File: src/design/krt_pkg.sv
// ----------------------------------------------------------------------------
// krt_pkg
// Types and constants of the per-key thinning filter.
// ----------------------------------------------------------------------------
`timescale 1ns / 1ps

package krt_pkg;

  localparam int unsigned KEY_W      = 4;
  localparam int unsigned CNT_W      = 16;
  localparam int unsigned CFG_DATA_W = 48;
  localparam int unsigned TICK_SHIFT = 10;                 // 1024 ticks per second
  localparam int unsigned LEN_W      = CNT_W + TICK_SHIFT; // window length in ticks

  // Thinning modes
  localparam logic MODE_FREQUENCY = 1'b0;
  localparam logic MODE_TIME      = 1'b1;

  typedef enum logic [1:0] {
    CFG_THIN_MODE     = 2'd0,
    CFG_THIN_INTERVAL = 2'd1,
    CFG_WINDOW_ORIGIN = 2'd2
  } krt_cfg_e;

  typedef enum logic [1:0] {
    ST_IDLE,
    ST_LOOK,
    ST_DIV,
    ST_FIN
  } krt_state_e;

endpackage

File: src/design/krt_ram.sv
// ----------------------------------------------------------------------------
// krt_ram
// Generic single-write, single-read RAM with registered read data.
// ----------------------------------------------------------------------------
`timescale 1ns / 1ps

module krt_ram #(
  parameter int unsigned WIDTH = 64,
  parameter int unsigned DEPTH = 16,
  localparam int unsigned AW   = (DEPTH > 1) ? $clog2(DEPTH) : 1
) (
  input  logic             clk_i,
  input  logic             we_i,
  input  logic [AW-1:0]    waddr_i,
  input  logic [WIDTH-1:0] wdata_i,
  input  logic             re_i,
  input  logic [AW-1:0]    raddr_i,
  output logic [WIDTH-1:0] rdata_o
);

  logic [WIDTH-1:0] mem_q [DEPTH];
  logic [WIDTH-1:0] rdata_q;

  always_ff @(posedge clk_i) begin
    if (we_i) begin
      mem_q[waddr_i] <= wdata_i;
    end
    if (re_i) begin
      rdata_q <= mem_q[raddr_i];
    end
  end

  assign rdata_o = rdata_q;

endmodule

File: src/design/krt_mod.sv
// ----------------------------------------------------------------------------
// krt_mod
// Restoring remainder unit, one dividend bit per cycle.
// ----------------------------------------------------------------------------
`timescale 1ns / 1ps

module krt_mod #(
  parameter int unsigned DW = 48,
  parameter int unsigned VW = 26
) (
  input  logic          clk_i,
  input  logic          rst_ni,
  input  logic          start_i,
  input  logic [DW-1:0] dividend_i,
  input  logic [VW-1:0] divisor_i,
  output logic          done_o,
  output logic [VW-1:0] rem_o
);

  localparam int unsigned CW = $clog2(DW + 1);

  logic          run_q, run_d;
  logic          done_q, done_d;
  logic [CW-1:0] cnt_q, cnt_d;
  logic [DW-1:0] quo_q, quo_d;
  logic [VW-1:0] rem_q, rem_d;
  logic [VW-1:0] div_q, div_d;
  logic [VW:0]   trial;

  assign trial = {rem_q, quo_q[DW-1]};

  always_comb begin
    run_d  = run_q;
    done_d = 1'b0;
    cnt_d  = cnt_q;
    quo_d  = quo_q;
    rem_d  = rem_q;
    div_d  = div_q;
    if (start_i) begin
      run_d = 1'b1;
      cnt_d = CW'(DW);
      quo_d = dividend_i;
      rem_d = '0;
      div_d = divisor_i;
    end else if (run_q) begin
      quo_d = {quo_q[DW-2:0], 1'b0};
      if (trial >= {1'b0, div_q}) begin
        rem_d = VW'(trial - {1'b0, div_q});
      end else begin
        rem_d = VW'(trial);
      end
      cnt_d = cnt_q - CW'(1);
      if (cnt_q == CW'(1)) begin
        run_d  = 1'b0;
        done_d = 1'b1;
      end
    end
  end

  always_ff @(posedge clk_i or negedge rst_ni) begin
    if (!rst_ni) begin
      run_q  <= 1'b0;
      done_q <= 1'b0;
      cnt_q  <= '0;
    end else begin
      run_q  <= run_d;
      done_q <= done_d;
      cnt_q  <= cnt_d;
    end
  end

  always_ff @(posedge clk_i) begin
    quo_q <= quo_d;
    rem_q <= rem_d;
    div_q <= div_d;
  end

  assign done_o = done_q;
  assign rem_o  = rem_q;

endmodule

File: src/design/keyed_record_thinning.sv
// ----------------------------------------------------------------------------
// keyed_record_thinning
// Per-key decimation filter: passes every Nth record of a key, or the first
// record of each time window of a key.
// ----------------------------------------------------------------------------
//
//   channel  | handshake                  | payload
//   ---------+----------------------------+------------------------------------
//   record   | start_i, busy_o            | stream_key_i, sample_time_i
//   result   | result_valid_o (strobe)    | accepted_o
//   config   | cfg_valid_i, cfg_ready_o   | cfg_index_i, cfg_wdata_i
//
// A record is taken when start_i is high and busy_o is low. Count-mode
// records, and time-mode records that need no remainder (dropped, or a zero
// interval), read their entry, then judge and write back. An accepted
// time-mode record with a nonzero interval also runs the remainder unit,
// which retires one dividend bit a cycle, before ST_FIN writes it back.
// The result strobe follows the last cycle; a new record may start in the
// same cycle the strobe shows. Reset clears the seen flags and registers at
// once; no clearing pass. The result has no back-pressure.
// ----------------------------------------------------------------------------
`timescale 1ns / 1ps

module keyed_record_thinning
  import krt_pkg::*;
#(
  parameter int unsigned NUM_KEYS   = 16,
  parameter int unsigned TIME_WIDTH = 48
) (
  input  logic                  clk_i,
  input  logic                  rst_ni,
  // record request
  input  logic                  start_i,
  output logic                  busy_o,
  input  logic [KEY_W-1:0]      stream_key_i,
  input  logic [TIME_WIDTH-1:0] sample_time_i,
  // result
  output logic                  result_valid_o,
  output logic                  accepted_o,
  // configuration writes
  input  logic                  cfg_valid_i,
  output logic                  cfg_ready_o,
  input  logic [1:0]            cfg_index_i,
  input  logic [CFG_DATA_W-1:0] cfg_wdata_i
);

  localparam int unsigned AW      = (NUM_KEYS > 1) ? $clog2(NUM_KEYS) : 1;
  localparam int unsigned ENTRY_W = CNT_W + TIME_WIDTH;
  localparam int unsigned SUM_W   = ((TIME_WIDTH > LEN_W) ? TIME_WIDTH : LEN_W) + 1;

  // Configuration registers
  logic                  mode_q;
  logic [CNT_W-1:0]      interval_q;
  logic [TIME_WIDTH-1:0] origin_q;

  // Control
  krt_state_e state_q, state_d;
  logic [NUM_KEYS-1:0] seen_q;
  logic                res_valid_q, res_valid_d;
  logic                res_acc_q, res_acc_d;

  // Per-record payload
  logic [KEY_W-1:0]      key_q;
  logic [AW-1:0]         addr_q;
  logic [TIME_WIDTH-1:0] time_q;
  logic [CNT_W-1:0]      cnt_q;

  // Table port
  logic                  take;
  logic                  ram_we;
  logic [ENTRY_W-1:0]    ram_wdata;
  logic [ENTRY_W-1:0]    ram_rdata;

  // Entry as seen by this record (fresh key gets zero count and the origin)
  logic                  key_ok;
  logic                  entry_seen;
  logic [CNT_W-1:0]      cur_cnt;
  logic [TIME_WIDTH-1:0] cur_win;
  logic                  cnt_hit;
  logic                  time_late;
  logic                  zero_len;
  logic                  go_div;
  logic [LEN_W-1:0]      win_len;

  // Window move
  logic                  mod_start;
  logic                  mod_done;
  logic [LEN_W-1:0]      mod_rem;
  logic [LEN_W-1:0]      adv;
  logic [SUM_W-1:0]      win_sum;
  logic [TIME_WIDTH-1:0] new_win;

  assign take        = start_i && !busy_o;
  assign busy_o      = (state_q != ST_IDLE);
  assign cfg_ready_o = 1'b1;

  // --------------------------------------------------------------------------
  // Configuration
  // --------------------------------------------------------------------------
  always_ff @(posedge clk_i or negedge rst_ni) begin
    if (!rst_ni) begin
      mode_q     <= MODE_FREQUENCY;
      interval_q <= CNT_W'(1);
      origin_q   <= '0;
    end else if (cfg_valid_i && cfg_ready_o) begin
      case (cfg_index_i)
        CFG_THIN_MODE:     mode_q     <= cfg_wdata_i[0];
        CFG_THIN_INTERVAL: interval_q <= cfg_wdata_i[CNT_W-1:0];
        CFG_WINDOW_ORIGIN: origin_q   <= TIME_WIDTH'(cfg_wdata_i);
        default: ;
      endcase
    end
  end

  // --------------------------------------------------------------------------
  // Key table: {record count, next window start} per key
  // --------------------------------------------------------------------------
  krt_ram #(
    .WIDTH (ENTRY_W),
    .DEPTH (NUM_KEYS)
  ) u_table (
    .clk_i   (clk_i),
    .we_i    (ram_we),
    .waddr_i (addr_q),
    .wdata_i (ram_wdata),
    .re_i    (take),
    .raddr_i (AW'(stream_key_i)),
    .rdata_o (ram_rdata)
  );

  // Judge logic, valid in ST_LOOK once the read data is back
  assign key_ok     = (32'(key_q) < 32'(NUM_KEYS));
  assign entry_seen = seen_q[addr_q];
  assign cur_cnt    = entry_seen ? ram_rdata[ENTRY_W-1:TIME_WIDTH] : '0;
  assign cur_win    = entry_seen ? ram_rdata[TIME_WIDTH-1:0] : origin_q;
  assign cnt_hit    = (cur_cnt == (interval_q - CNT_W'(1)));
  assign time_late  = (time_q > cur_win);
  assign win_len    = {interval_q, {TICK_SHIFT{1'b0}}};
  assign zero_len   = (interval_q == '0);
  assign go_div     = key_ok && (mode_q == MODE_TIME) && time_late && !zero_len;

  // --------------------------------------------------------------------------
  // Remainder of (t - start) by the window length
  // --------------------------------------------------------------------------
  krt_mod #(
    .DW (TIME_WIDTH),
    .VW (LEN_W)
  ) u_mod (
    .clk_i      (clk_i),
    .rst_ni     (rst_ni),
    .start_i    (mod_start),
    .dividend_i (time_q - cur_win),
    .divisor_i  (win_len),
    .done_o     (mod_done),
    .rem_o      (mod_rem)
  );

  // New start = t + (len - rem), held at the top of the time range
  assign adv     = win_len - mod_rem;
  assign win_sum = SUM_W'(time_q) + SUM_W'(adv);
  assign new_win = (win_sum > SUM_W'({TIME_WIDTH{1'b1}})) ? {TIME_WIDTH{1'b1}}
                                                           : TIME_WIDTH'(win_sum);

  // --------------------------------------------------------------------------
  // Sequencer: next state
  // --------------------------------------------------------------------------
  always_comb begin
    state_d = state_q;
    case (state_q)
      ST_IDLE: if (take) state_d = ST_LOOK;
      ST_LOOK: state_d = go_div ? ST_DIV : ST_IDLE;
      ST_DIV:  if (mod_done) state_d = ST_FIN;
      ST_FIN:  state_d = ST_IDLE;
      default: state_d = ST_IDLE;
    endcase
  end

  // Sequencer: outputs
  always_comb begin
    ram_we      = 1'b0;
    ram_wdata   = {cur_cnt, cur_win};
    mod_start   = 1'b0;
    res_valid_d = 1'b0;
    res_acc_d   = 1'b0;
    case (state_q)
      ST_LOOK: begin
        if (!key_ok) begin
          // key past the table: dropped, nothing touched
          res_valid_d = 1'b1;
        end else if (mode_q == MODE_FREQUENCY) begin
          ram_we      = 1'b1;
          ram_wdata   = {(cnt_hit ? CNT_W'(0) : cur_cnt + CNT_W'(1)), cur_win};
          res_valid_d = 1'b1;
          res_acc_d   = cnt_hit;
        end else if (!time_late) begin
          // still inside the window; a fresh key is stored anyway
          ram_we      = 1'b1;
          res_valid_d = 1'b1;
        end else if (zero_len) begin
          ram_we      = 1'b1;
          ram_wdata   = {cur_cnt, time_q};
          res_valid_d = 1'b1;
          res_acc_d   = 1'b1;
        end else begin
          mod_start = 1'b1;
        end
      end
      ST_FIN: begin
        ram_we      = 1'b1;
        ram_wdata   = {cnt_q, new_win};
        res_valid_d = 1'b1;
        res_acc_d   = 1'b1;
      end
      default: ;
    endcase
  end

  always_ff @(posedge clk_i or negedge rst_ni) begin
    if (!rst_ni) begin
      state_q     <= ST_IDLE;
      seen_q      <= '0;
      res_valid_q <= 1'b0;
      res_acc_q   <= 1'b0;
    end else begin
      state_q     <= state_d;
      res_valid_q <= res_valid_d;
      res_acc_q   <= res_acc_d;
      if (ram_we) begin
        seen_q[addr_q] <= 1'b1;
      end
    end
  end

  always_ff @(posedge clk_i) begin
    if (take) begin
      key_q  <= stream_key_i;
      addr_q <= AW'(stream_key_i);
      time_q <= sample_time_i;
    end
    if (state_q == ST_LOOK) begin
      cnt_q <= cur_cnt;
    end
  end

  assign result_valid_o = res_valid_q;
  assign accepted_o     = res_acc_q;

endmodule

File: config.mk
export PLATFORM = sky130hd
export DESIGN_NAME = keyed_record_thinning
export DESIGN_NICKNAME = d
export VERILOG_FILES = /design/src/design/krt_pkg.sv /design/src/design/krt_ram.sv /design/src/design/krt_mod.sv /design/src/design/keyed_record_thinning.sv
export SDC_FILE = /design/constraint.sdc
export NUM_CORES = 1
export LEC_CHECK = 0
export ABC_CLOCK_PERIOD_IN_PS = 23100
export BUFFER_PORTS_ARGS = -buffer_cell sky130_fd_sc_hd__buf_2
export CAP_MARGIN = 20
export CORE_ASPECT_RATIO = 2
export CORE_MARGIN = 2
export CORE_UTILIZATION = 54
export DETAILED_ROUTE_END_ITERATION = 12
export HOLD_SLACK_MARGIN = 0.1
export PLACE_DENSITY = 0.68
export REMOVE_ABC_BUFFERS = 1
export SYNTH_ARGS = -nofsm -noshare
export SYNTH_HDL_FRONTEND = slang
export SYNTH_SLANG_ARGS = --single-unit
File: constraint.sdc
create_clock -name clk_i -period 23.1 [get_ports clk_i]
set_input_delay 3.465 -clock clk_i [delete_from_list [all_inputs] [get_ports clk_i]]
set_output_delay 3.465 -clock clk_i [all_outputs]
set_load 0.05 [all_outputs]
# After elaboration in Yosys (flattened, before gate mapping)

Memories as Yosys holds them, arrays and structs flattened. A register that Yosys moved wholly into a read port is not among the register bits.
Index checks and enable logic that the tools add are counted.

Register bits: 251
Bits in latches: 0
RAM bits: 1,024
Memory bits (read-only): 0
Bits of input ports: 106
Word-level logic and storage cells: 94
Memories: 1

Memories:

| memory        | depth | width | read ports | clocked after Yosys merged registers in | write ports | RTL line      | text |
|---|---|---|---|---|---|---|---|
| u_table.mem_q | 16    | 64    | 1          | 1                                       | 1           | krt_ram.sv:21 | `logic [WIDTH-1:0] mem_q [DEPTH];` |

Add/sub/neg operators: 7
Multiply operators: 0
Divide/modulo/power cells: 0
Order comparisons: 5
Equal/unequal tests: 9
Shifts and indexed selects: 0
Mux-type cells: 40
Bitwise logic cells: 1
Reduce and logical (&&, ||, !) cells: 15

Operators by type and width:

| operator                                              | count |
|---|---|
| 2-to-1 mux 48 bit                                     | 6 |
| one-hot mux 64 bit (2 select lines)                   | 1 |
| 2-to-1 mux 64 bit                                     | 1 |
| subtractor 26 bit                                     | 2 |
| adder 48 x 26 -> 49 bit                               | 1 |
| > comparator 49 x 48 -> 1 bit (second input constant) | 1 |
| > comparator 48 bit                                   | 1 |
| subtractor 48 bit                                     | 1 |
| 2-to-1 mux 16 bit                                     | 2 |
| greater-or-equal comparator 27 x 26 -> 1 bit          | 1 |
| 2-to-1 mux 26 bit                                     | 1 |
| 2-to-1 mux 1 bit                                      | 19 |
| adder 16 x 1 -> 16 bit (second input constant)        | 1 |
| equality test 16 bit                                  | 1 |
| zero test 16 bit                                      | 1 |
| bitwise OR 16 bit                                     | 1 |
| subtractor 16 x 1 -> 16 bit (second input constant)   | 1 |
| 2-to-1 mux 6 bit                                      | 2 |
| one-hot mux 2 bit (4 select lines)                    | 1 |
| AND reduction 2 bit                                   | 4 |
| equality test 2 bit (second input constant)           | 3 |
| equality test 6 x 1 -> 1 bit (second input constant)  | 1 |
| 2-to-1 mux 2 bit                                      | 3 |
| subtractor 6 x 1 -> 6 bit (second input constant)     | 1 |
| other kinds (12)                                      | 20 |

# Longest topological paths before layout

Word-level depth: 9
Mapped depth: 24

# Hierarchy

Synthesis repeated with hierarchy kept, for this count alone.

Cell total of the unflattened synthesis: 3,648
Area, all modules: 59,539.6 µm²

Modules (own cells, without submodules):

| module                | instances | cells an instance | area an instance (µm²) | sequential area each (µm²) |
|---|---|---|---|---|
| krt_ram               | 1         | 1,647             | 40,222.3               | 32,671.3 |
| keyed_record_thinning | 1         | 1,470             | 13,394.1               | 4,170.2 |
| krt_mod               | 1         | 531               | 5,923.2                | 2,942.8 |

# Worst setup path after synthesis

No wires, ideal clock.

Kind: reg-to-reg
Start: reg addr_q[0]
End: reg seen_q[8]
Setup time: 92 ps
Arrival: 9,889 ps
Data required time: 23,008 ps
Path slack: 13,119 ps
Stages on the path, launching flop included: 20
Path buffers: 6
Clock period less this slack: 9,981 ps
Cells stage by stage: edfxtp_1 -> buf_2 -> mux4_2 -> mux2i_1 -> mux2i_1 -> buf_2 -> buf_2 -> buf_1 -> buf_2 -> buf_2 -> mux2i_1 -> ha_1 -> nand4_1 -> or4_4 -> or4_4 -> o31a_1 -> a31oi_4 -> nand3b_1 -> nor3_1 -> or2_2

Cells in the longest elaborated chain, start to end: 7
Elaborated cells on any way between the ends: 13

RTL lines:

| element                                | RTL line                     | text |
|---|---|---|
| start: declaration                     | keyed_record_thinning.sv:64  | `logic [AW-1:0] addr_q;` |
| start signal: assignment               | keyed_record_thinning.sv:237 | `addr_q <= AW'(stream_key_i);` |
| binary-select mux 1 bit (select 4 bit) | keyed_record_thinning.sv:133 | `assign entry_seen = seen_q[addr_q];` |
| 2-to-1 mux 1 bit (implied by the code) | keyed_record_thinning.sv:133 |  |
| 2-to-1 mux 48 bit                      | keyed_record_thinning.sv:135 | `assign cur_win = entry_seen ? ram_rdata[TIME_WIDTH-1:0] : origin_q;` |
| > comparator 48 bit                    | keyed_record_thinning.sv:137 | `assign time_late = (time_q > cur_win);` |
| 2-to-1 mux 1 bit                       | keyed_record_thinning.sv:195 | `end else if (!time_late) begin` |
| 2-to-1 mux 1 bit                       | keyed_record_thinning.sv:190 | `end else if (mode_q == MODE_FREQUENCY) begin` |
| one-hot mux 1 bit (2 select lines)     | keyed_record_thinning.sv:185 | `case (state_q)` |
| via ram_we                             | keyed_record_thinning.sv:70  | `logic ram_we;` |
| end signal: assignment                 | keyed_record_thinning.sv:221 | `seen_q <= '0;` |
| end signal: indexed assignment         | keyed_record_thinning.sv:229 | `seen_q[addr_q] <= 1'b1;` |
| end: declaration                       | keyed_record_thinning.sv:58  | `logic [NUM_KEYS-1:0] seen_q;` |

The timed path passes the listed nets, and every way through them passes these cells. The select of a mux whose other input is x is not followed.
A chain may end at the register's enable or synchronous reset.

# Worst setup path in the final report

Start: reg addr_q[0]
End: mem u_table.mem_q[9][20] (enable)

Cells in the longest elaborated chain, start to end: 9

RTL lines:

| element                                | RTL line                     | text |
|---|---|---|
| binary-select mux 1 bit (select 4 bit) | keyed_record_thinning.sv:133 |  |
| 2-to-1 mux 1 bit (implied by the code) | keyed_record_thinning.sv:133 |  |
| 2-to-1 mux 48 bit                      | keyed_record_thinning.sv:135 |  |
| > comparator 48 bit                    | keyed_record_thinning.sv:137 |  |
| 2-to-1 mux 1 bit                       | keyed_record_thinning.sv:195 |  |
| 2-to-1 mux 1 bit                       | keyed_record_thinning.sv:190 |  |
| one-hot mux 1 bit (2 select lines)     | keyed_record_thinning.sv:185 |  |
| via ram_we                             | keyed_record_thinning.sv:70  |  |
| 2-to-1 mux 1 bit                       | krt_ram.sv:25                | `if (we_i) begin` |
| 2-to-1 mux 1 bit (implied by the code) | krt_ram.sv:26                | `mem_q[waddr_i] <= wdata_i;` |
| end: declaration                       | krt_ram.sv:21                |  |

The timed path passes the listed nets, and every way through them passes these cells. The select of a mux whose other input is x is not followed.

==> impl_summary.txt <==
----------------------------------------------------
[Power and ir drop]
  Static leakage power ... 22.2 nW
  P per Cell Area ... 131 nW/um^2
  Post-layout total power ... 8.47 mW
  Worst IR Drop VDD ... 87.2 uV

[Setup path]
  Startpoint class of the critical path ... flip-flop
  Critical path data arrival time ... 8.86 ns
  Maximum fanout count along the critical path ... 56
  Required time of the critical path ... 23.44 ns
  Endpoint class of the critical path ... flip-flop
  Setup slack on the worst flop-to-flop path ... 14.58 ns
  Start-to-end type of the worst setup path ... flip-flop to flip-flop

[Logic synthesis]
  Number of cells produced by synthesis ... 3416
  Share of the synthesized netlist area taken by xor and xnor gates ... 2.01%
  Average footprint of a synthesized cell ... 17.0 um^2
  Seq/Total Area, Yosys ... 68.0%
  Synth cell types ... 83
  Most used flip-flop cell after synthesis ... sky130_fd_sc_hd__edfxtp_1
  Async set-or-reset flop fraction in the synthesized netlist ... 6.95%
  Dominant combinational cell family by area after synthesis ... multiplexers
  Synth Area in Adders ... 2.54%
  Number of warning messages in the yosys log ... 0
  Fraction of the mapped netlist area in compound gates ... 6.08%
  Mapped cell area ... 58100 um^2
  Share of cell area taken by muxes after synthesis ... 15.0%
  #FFs+latches synth ... 1339
  Count of flip-flops with a built-in enable after synthesis ... 1220
  Simple-gate portion of the synthesized area ... 4.87%

[Clocking]
  Clock tree sinks ... 1339
  Number of buffers inserted by hold repair at cts ... 0
  Clock latency of the later-clocked register in the worst-skew pair ... 0.76 ns
  CTS tree ... built
  Clock transition at the registers of the reported paths ... 0.07 ns
  H-tree level count ... 3
  Number of buffers inserted during clock tree synthesis ... 112
  Number of gates given a new drive strength after cts ... 0
  Count of buffers added by post-CTS timing repair for setup ... 0
  Cell at the root of the clock tree ... sky130_fd_sc_hd__clkbuf_16
  Buffer levels on the longest clock path ... 3

[Floorplanning]
  Initial standard-cell utilization of the core ... 54.3%
  Placeable core region ... 107000 um^2
  Number of rows in the core area ... 170
  Die Area ... 110000 um^2
  Boundary Pins ... 110
  Die Wd ... 236 um
  Height of the die ... 468 um

[Finish]
  Filler cell count in the final layout ... 7700
  Signed area change from the synthesized netlist to the final layout ... 11.6%
  End-of-flow core utilization ... 60.6%
  Number of nets in the layout ... 3831
  Share of layout cells above drive strength 1 ... 22.9%

[Placed design]
  Detailed Place HPWL ... 101000 um
  Port Buf Inserts ... 108
  Final Wtd Congestion ... 0.971

[Timing]
  Portion of the clock cycle consumed by the worst path in the final layout ... 36.9%
  Final setup violating endpoints ... 0
  RSZ-0062 raised after global routing ... no
  Max-slew violations ... 0
  Time the final worst path needs with I/O delays and setup ... 8.52 ns
  Number of hold violations in the final report ... 0
  Sum Neg Setup Slack ... 0 ns
  Highest attainable clock frequency ... 117 MHz
  Worst-margin pin slew ... 1.19 ns
  Tightest slew margin relative to the limit ... 19.5%
  Layout Skew ... 0.0567 ns

[Global routing]
  Maximum number of pins on one net before global-route repair ... 113
  Via count of the first global-routing pass ... 34.4k
  Wire length of the first global-routing pass ... 229000 um
  GRT Resource Usage Total ... 28.7%
  Grt total ovfl ... 0
  Initial antenna violation count ... 3

[Routing]
  Number of antenna-violating nets in the routed design ... 0
  DR vias ... 33.3k
  Remaining DRCs ... 0
  Starting DRT DRC Count ... 3451
  Detail-routed net length per standard cell ... 30.9 um
  Total Wirelength ... 157000 um
  Vias per inst ... 6.55
  Number of search-and-repair iterations in the first detailed-routing pass ... 6

[Min path]
  Class of the most critical hold timing path ... flip-flop to flip-flop

[Status]
  Result of the run ... finished, final reports clean

[Job]
  Max-capacitance violation count ... 0

----------------------------------------------------
-- worst max-delay path, cell delays in order, from the launching register on --
cell	delay, ns
sky130_fd_sc_hd__edfxtp_1	0.56
sky130_fd_sc_hd__mux4_2	0.43
sky130_fd_sc_hd__mux2i_1	0.12
sky130_fd_sc_hd__mux2i_4	0.18
sky130_fd_sc_hd__buf_4	0.52
sky130_fd_sc_hd__buf_4	0.75
sky130_fd_sc_hd__mux2i_1	0.24
sky130_fd_sc_hd__ha_1	0.45
sky130_fd_sc_hd__and3_1	0.23
sky130_fd_sc_hd__nand4_1	0.17
sky130_fd_sc_hd__or4_4	0.60
sky130_fd_sc_hd__or4_4	0.59
sky130_fd_sc_hd__o31a_1	0.43
sky130_fd_sc_hd__a31oi_4	0.33
sky130_fd_sc_hd__nand3_1	0.34
sky130_fd_sc_hd__nor3_2	0.83
sky130_fd_sc_hd__buf_4	0.36
sky130_fd_sc_hd__buf_4	0.73
-- state kept, by name, summed over array words and instances, names as in the netlist, 4 cells and up, named ones only --
name and count:
u_table.mem_q 1024, u_table.rdata_o 64, origin_q 48, time_q 48
u_mod.quo_q 48, u_mod.rem_o 26, cnt_q 16, interval_q 16
seen_q 16, u_mod.div_q 16, u_mod.cnt_q 6, addr_q 4
-- synth_stat cells (24+ instances only) --
cell / n / area [um^2]
sky130_fd_sc_hd__a21o_1: 50 / 375
sky130_fd_sc_hd__a21oi_1: 158 / 791
sky130_fd_sc_hd__buf_1: 38 / 143
sky130_fd_sc_hd__clkbuf_1: 92 / 345
sky130_fd_sc_hd__dfrtp_1: 92 / 2300
sky130_fd_sc_hd__dfxtp_1: 26 / 521
sky130_fd_sc_hd__edfxtp_1: 1220 / 36600
sky130_fd_sc_hd__ha_1: 113 / 1410
sky130_fd_sc_hd__inv_1: 78 / 293
sky130_fd_sc_hd__mux2_2: 68 / 766
sky130_fd_sc_hd__mux2i_1: 65 / 651
sky130_fd_sc_hd__mux4_2: 324 / 7300
sky130_fd_sc_hd__nand2_1: 185 / 694
sky130_fd_sc_hd__nand3_1: 42 / 210
sky130_fd_sc_hd__nand4_1: 30 / 188
sky130_fd_sc_hd__nor2_1: 127 / 477
sky130_fd_sc_hd__nor3_1: 42 / 210
sky130_fd_sc_hd__o21a_1: 24 / 180
sky130_fd_sc_hd__o21ai_0: 151 / 756
sky130_fd_sc_hd__o22ai_1: 27 / 169
sky130_fd_sc_hd__xnor2_1: 80 / 701
sky130_fd_sc_hd__xor2_1: 51 / 447
-- where the power goes --
group / switching (mW) / total (mW) / internal (mW)
clock: 0.894 / 2.02 / 1.13
sequential: 0.165 / 3.53 / 3.36
combinational: 1.90 / 2.92 / 1.02
total: 2.96 / 8.47 / 5.51
-- layout make-up --
cell class	instances	area, um^2	share of cell area [%]
inverter	79	297	0.458
multi-input combinational	1848	17900	27.6
sequential	1339	39500	60.9
timing repair buffer	229	1500	2.32
clock buffer	129	2910	4.49
clock inverter	81	998	1.54
tap	1376	1720	2.66
antenna	2	5.00	0.00772
-- kinds of logic (layout without fill, tap and decap cells) --
family | Yosys count | count (layout)
DFF | 1339 | 1339
buffers and inverters | 229 | 518
and+or+nand+nor | 580 | 580
adders and majority gates | 116 | 116
muxes | 457 | 457
other | 1 | 3
AOI/OAI and AO/OA | 562 | 562
xor gates and xnor gates | 132 | 132
-- cells in the final DEF (no fill, tap or decap), types with 21 or more instances in the layout --
cell                           n
sky130_fd_sc_hd__dfrtp_1      92
sky130_fd_sc_hd__ha_1        113
sky130_fd_sc_hd__nand2b_1     21
sky130_fd_sc_hd__nand3_1      41
sky130_fd_sc_hd__mux2_2       68
sky130_fd_sc_hd__buf_4       120
sky130_fd_sc_hd__mux4_2      324
sky130_fd_sc_hd__nor3_1       39
sky130_fd_sc_hd__edfxtp_1   1220
sky130_fd_sc_hd__clkbuf_16   114
sky130_fd_sc_hd__xor2_1       51
sky130_fd_sc_hd__nand2_1     185
sky130_fd_sc_hd__o21a_1       24
sky130_fd_sc_hd__o21ai_0     151
sky130_fd_sc_hd__mux2i_1      64
sky130_fd_sc_hd__buf_2       103
sky130_fd_sc_hd__nor2_1      114
sky130_fd_sc_hd__xnor2_1      80
sky130_fd_sc_hd__and3_1       22
sky130_fd_sc_hd__dfxtp_1      26
sky130_fd_sc_hd__nand4_1      30
sky130_fd_sc_hd__o22ai_1      27
sky130_fd_sc_hd__a21o_1       50
sky130_fd_sc_hd__a21oi_1     157
sky130_fd_sc_hd__inv_1        78
-- per-layer routing --
metal  global-route usage (%)  part of all wire, %  up-vias
met5                        0               0.0089        -
met4                     14.2                  5.3        2
met2                     50.6                   52     1566
met3                     3.29                  6.2      378
li1                         -                    -    14100
met1                     35.2                   37    17200
-- final timing paths --
path	endpoint	cells after the start	startpoint
min in group asynchronous	origin_q[6]$_DFFE_PN0P_	1	rst_ni
worst min register to register	seen_q[0]$_DFFE_PN0P_	1	seen_q[0]$_DFFE_PN0P_
worst max register to register	u_table.mem_q[9][20]$_DFFE_PP_	17	addr_q[0]$_DFFE_PP_
worst min-delay path	seen_q[0]$_DFFE_PN0P_	1	seen_q[0]$_DFFE_PN0P_
max in group asynchronous	origin_q[30]$_DFFE_PN0P_	2	rst_ni
worst max-delay path	u_table.mem_q[9][20]$_DFFE_PP_	17	addr_q[0]$_DFFE_PP_
-- per-stage QoR --
stage / hold WS (ns) / cells / setup WS [ns] / area (um^2)
2_1_floorplan: 0.428 / 3266 / 9.49 / 57500
3_3_place_gp: 0.446 / 4844 / 14.85 / 60700
3_5_place_dp: 0.456 / 4853 / 14.68 / 60700
4_1_cts: 0.475 / 5063 / 14.63 / 64700
5_1_grt: 0.490 / 5082 / 14.34 / 64800
6_report: 0.477 / 5083 / 14.58 / 64800
Note: power is estimated with default switching activity, not from simulation.
